==> config.mk <==
export PLATFORM = sky130hd
export DESIGN_NAME = ppti_queue
export DESIGN_NICKNAME = d
export VERILOG_FILES = /design/src/hdl/ppti_pkg.sv /design/src/hdl/ppti_queue.sv
export SDC_FILE = /design/constraint.sdc
export NUM_CORES = 1
export LEC_CHECK = 0
export BUFFER_PORTS_ARGS = -buffer_cell sky130_fd_sc_hd__buf_4
export CAP_MARGIN = 0
export CORE_MARGIN = 2
export CORE_UTILIZATION = 42
export CTS_BUF_LIST = sky130_fd_sc_hd__clkbuf_16
export DETAILED_ROUTE_END_ITERATION = 7
export PLACE_DENSITY_LB_ADDON = 0.25
export SLEW_MARGIN = 10
export SYNTH_ARGS = -nofsm -noshare
export SYNTH_HDL_FRONTEND = slang
export SYNTH_SLANG_ARGS = --single-unit
==> constraint.sdc <==
create_clock -name clk -period 6.5 [get_ports clk]
set_input_delay 1.3 -clock clk [delete_from_list [all_inputs] [get_ports clk]]
set_output_delay 1.3 -clock clk [all_outputs]
set_load 0.05 [all_outputs]
==> src/hdl/ppti_pkg.sv <==
// Shared types and constants for the planar pose time interpolator.
// Depends on nothing; every other file of the block imports it.
package ppti_pkg;

	localparam int POS_W   = 32;  // Q16.16 position
	localparam int ANG_W   = 16;  // binary angle, one turn = 2**ANG_W
	localparam int TIME_W  = 48;  // timestamp in microseconds
	localparam int ALPHA_F = 16;  // fraction bits of alpha
	localparam int ALPHA_I = 8;   // integer bits of alpha, sign included

	// Alpha magnitude width. The divider also yields this many quotient bits:
	// one integer bit fewer (sign kept apart), one fraction bit more (rounding).
	localparam int ALPHA_W = ALPHA_I + ALPHA_F;

	localparam int QUEUE_DEPTH = 4;

	// Clock edges from the edge that accepts an item to the edge that takes
	// its result: time stage, divider, rounding, queue in and out, four back stages.
	localparam int LATENCY = ALPHA_W + 9;

	typedef enum logic [1:0] {
		STATUS_OK      = 2'd0,
		STATUS_ZERO_DT = 2'd1,
		STATUS_SAT     = 2'd2
	} status_t;

	typedef struct packed {
		logic signed [POS_W-1:0]  front_x;
		logic signed [POS_W-1:0]  front_y;
		logic signed [ANG_W-1:0]  front_heading;
		logic signed [POS_W-1:0]  back_x;
		logic signed [POS_W-1:0]  back_y;
		logic signed [ANG_W-1:0]  back_heading;
		logic [TIME_W-1:0]        front_time;
		logic [TIME_W-1:0]        back_time;
		logic [TIME_W-1:0]        now_time;
	} req_t;

	typedef struct packed {
		logic signed [POS_W-1:0]  fused_x;
		logic signed [POS_W-1:0]  fused_y;
		logic signed [ANG_W-1:0]  fused_heading;
		status_t                  status;
	} rsp_t;

	typedef struct packed {
		logic signed [POS_W-1:0]  fx;
		logic signed [POS_W-1:0]  fy;
		logic [ANG_W-1:0]         fh;
		logic signed [POS_W-1:0]  bx;
		logic signed [POS_W-1:0]  by;
		logic [ANG_W-1:0]         bh;
	} pose_pair_t;

	// Item handed from the front end to the back end through the queue.
	typedef struct packed {
		pose_pair_t          poses;
		logic [ALPHA_W-1:0]  alpha;
		logic                alpha_neg;
		logic                zero_dt;
		logic                alpha_sat;
	} fb_item_t;

endpackage

==> src/hdl/ppti_queue.sv <==
// Short item queue between front end and back end, registered read.
// Depends on ppti_pkg.
module ppti_queue (
	input  logic               clk,
	input  logic               arst_n,
	input  logic               in_valid,
	input  ppti_pkg::fb_item_t in_item,
	output logic               out_valid,
	output ppti_pkg::fb_item_t out_item,
	output logic               full
);
	import ppti_pkg::*;

	localparam int PTR_W = $clog2(QUEUE_DEPTH);
	localparam int CNT_W = $clog2(QUEUE_DEPTH + 1);

	fb_item_t           mem_q [QUEUE_DEPTH];
	fb_item_t           out_item_q;
	logic [PTR_W-1:0]   wr_ptr_q, rd_ptr_q;
	logic [CNT_W-1:0]   count_q;
	logic               out_valid_q;
	logic               pop;

	function automatic logic [PTR_W-1:0] ptr_next(input logic [PTR_W-1:0] p);
		return (p == PTR_W'(QUEUE_DEPTH - 1)) ? '0 : p + PTR_W'(1);
	endfunction

	assign pop = (count_q != '0);

	always_ff @(posedge clk or negedge arst_n) begin
		if (!arst_n) begin
			wr_ptr_q    <= '0;
			rd_ptr_q    <= '0;
			count_q     <= '0;
			out_valid_q <= 1'b0;
		end else begin
			if (in_valid) wr_ptr_q <= ptr_next(wr_ptr_q);
			if (pop) rd_ptr_q <= ptr_next(rd_ptr_q);
			count_q     <= count_q + CNT_W'(in_valid) - CNT_W'(pop);
			out_valid_q <= pop;
		end
	end

	always_ff @(posedge clk) begin
		if (in_valid) mem_q[wr_ptr_q] <= in_item;
		if (pop) out_item_q <= mem_q[rd_ptr_q];
	end

	assign out_valid = out_valid_q;
	assign out_item  = out_item_q;
	assign full      = (count_q == CNT_W'(QUEUE_DEPTH));

endmodule

==> metrics.txt <==
Critical Path Source Type flip-flop; cts-stage hold buffer count 0; Worst-path clk slew roughly 0.06 ns; DPL Wire Length ~37000 µm; Post-Syn Nets roughly 1.4k; Core Area 77600 µm²; Static Leak between 10 and 15 nW; leading area contributor after synthesis edfxtp_1; CTS Buffer Depth 3; synthesized netlist cell count roughly 1.2k; utilization after layout roughly 52%; maxcap violations 0; routed via count 14.0k; crit path time final approximately 2.8 ns; gpl congestion 0.714; clock latency on the worst-skew pair between 0.6 and 0.7 ns; Worst EP arrival 1.49 ns; power per cell area between 500 and 600 nW/µm²; routed wire length 65100 µm; top post-synthesis cells by area edfxtp_1 (85%), mux4_2 (13%), dfrtp_1 (0.61%), buf_6 (0.48%), buf_2 (0.33%); synthesized area per cell between 20 and 30 µm²; Relative slew margins 27.8%; DR WL/cell between 20 and 25 µm; Seq. cell area between 20000 and 30000 µm²; Tightest Pin Transition approximately 1.1 ns; largest net degree at the start of global routing about 140; f_max 358 MHz; CTS H-Tree Depth 3; Port Buffers 378; FFs w/ async S/R, synth 0.848%; Area Growth Syn to Fin 22.5%; Ys Warns 0; Synth Flop Type edfxtp_1; Critical Path Fanout Max 3; Distinct cells, synth 19; path category of the worst min-delay check in2async; Synth top cells by count edfxtp_1 (935), mux4_2 (187), buf_2 (22); average via count per standard cell just over 5; crit end category primary output; first-pass GRT wire length between 90000 and 100000 µm; overall routing resource usage 16.1%; First-pass DRT Iterations 5; Final Hold Fails 0; critical path class reg2out; Synth Register Bits 943; final worst-path cycle share between 40% and 50%; most frequent cell after synthesis edfxtp_1; nets around 1.8k; vias in the first global route roughly 15k; I/O pin count about 380; post_cts resized 0; # DRC 0; Final Skew between 0.02 and 0.025 ns; CP required around 5.2 ns; Netlist Area Pre-Place 33000 µm²; status finished, final reports clean; Final WS setup around 3.7 ns; sequential share of the synthesized area a little under nine tenths; share of post-route cells with drive strength above 1 a little over two fifths; Initial Util between 40 and 50%; Multi-input gate area roughly 4400 µm²; RSZ-0062 raised after global routing no; clock sinks around 940; CTS tree yes; CTS root buffer clkbuf_16; grt ovf 0; setup_tns 0 ns; Die ar. 80900 µm²; Synth top area share between 80% and 90%; initial antenna violation count 7; # setup viols final 0; initial drt markers between 900 and 1k; Post-synth EDFFs between 900 and 1k; Slew Limit Fails 0; Post-CTS Setup Repair Bufs 0; pre-CTS setup slack around 3 ns; Max VDD drop 0.000397 V; FP Rows 102; CTS buffer count 96; die span in x 284 µm; layout filler cell count 6071; Die Ht ~280 µm; post-route ant nets 0
-- cells in the final DEF (no fill, tap or decap), drive strengths merged --
| cell | n |
|---|---|
| inv | 16 |
| or3 | 1 |
| edfxtp | 935 |
| diode | 2 |
| nor2 | 1 |
| clkinvlp | 4 |
| bufinv | 16 |
| mux4 | 187 |
| xor2 | 1 |
| or3b | 1 |
| mux2 | 2 |
| buf | 393 |
| and2 | 4 |
| clkinv | 49 |
| o21ai | 2 |
| dfrtp | 8 |
| xnor2 | 1 |
| nand2 | 1 |
| fa | 1 |
| clkbuf | 99 |
| ha | 7 |
| and3 | 1 |
-- worst max-delay path, cell delays in order, from the launching register on --
cell and delay (ns):
dfrtp_1 0.40, inv_1 0.10, and3_1 0.16, buf_4 0.20
-- layout make-up --
cell class	instances	area share, %
Antenna cell	2	0.0124
Clock buffer	99	6.13
Clock inverter	79	2.16
Inverter	6	0.0557
Multi-Input combinational cell	210	11.0
Sequential cell	943	70.0
Tap cell	1040	3.22
Timing Repair Buffer	393	7.48
-- power by group --
group          total, W  switching, W  internal [W]
Clock           0.00571       0.00229       0.00342
Sequential      0.00910      0.000550       0.00855
Combinational   0.00620       0.00407       0.00213
Total            0.0210       0.00691        0.0141
-- through the flow --
stage	std cells	cell area (µm²)	hold slack, ns	power [W]
final	2772	40400	0.488	0.0210
after global routing	2771	40400	0.459	0.0219
after CTS	2770	40400	0.451	0.0213
after detailed placement	2592	37100	0.617	0.0156
after global placement	2592	37100	0.593	0.0155
after floorplan	1201	33000	0.561	0.0137
-- flip-flops by register name (all words and copies together) (netlist names) --
| signal | cells |
|---|---|
| mem_q | 748 |
| rd_ptr_q | 2 |
| out_valid | 1 |
| wr_ptr_q | 2 |
| count_q | 3 |
| out_item | 187 |
-- metal layers --
layer	vias to the layer above	wire [µm]	global-route usage, %
li1	6092	-	-
met1	7443	27300	22.1
met2	413	31700	25.4
met3	80	4940	4.61
met4	12	1030	4.20
met5	-	80	0
-- cells by family after synthesis --
group / after synthesis / synth area share, %
adder cells (fa/ha/maj): 8 / 0.326
AO/OA/AOI/OAI: 2 / 0.0303
XOR/XNOR: 2 / 0.0531
multiplexers: 189 / 12.8
buffers and inverters: 48 / 0.948
flip-flops: 943 / 85.7
AND/OR/NAND/NOR: 9 / 0.163
-- final timing paths --
path	from	to	cells past startpoint	slack, ns
max	count_q[1]$_DFF_PN0_	full	3	3.71
min	arst_n	wr_ptr_q[0]$_DFFE_PN0P_	1	0.49
max reg2reg	rd_ptr_q[0]$_DFFE_PN0N_	out_item[93]$_DFFE_PN_	2	3.81
min reg2reg	mem_q[3][67]$_DFFE_PP_	out_item[67]$_DFFE_PN_	1	0.62
max in group asynchronous	arst_n	rd_ptr_q[0]$_DFFE_PN0N_	1	5.84
min in group clk	mem_q[3][67]$_DFFE_PP_	out_item[67]$_DFFE_PN_	1	0.62
(Power assumes the default switching activity.)
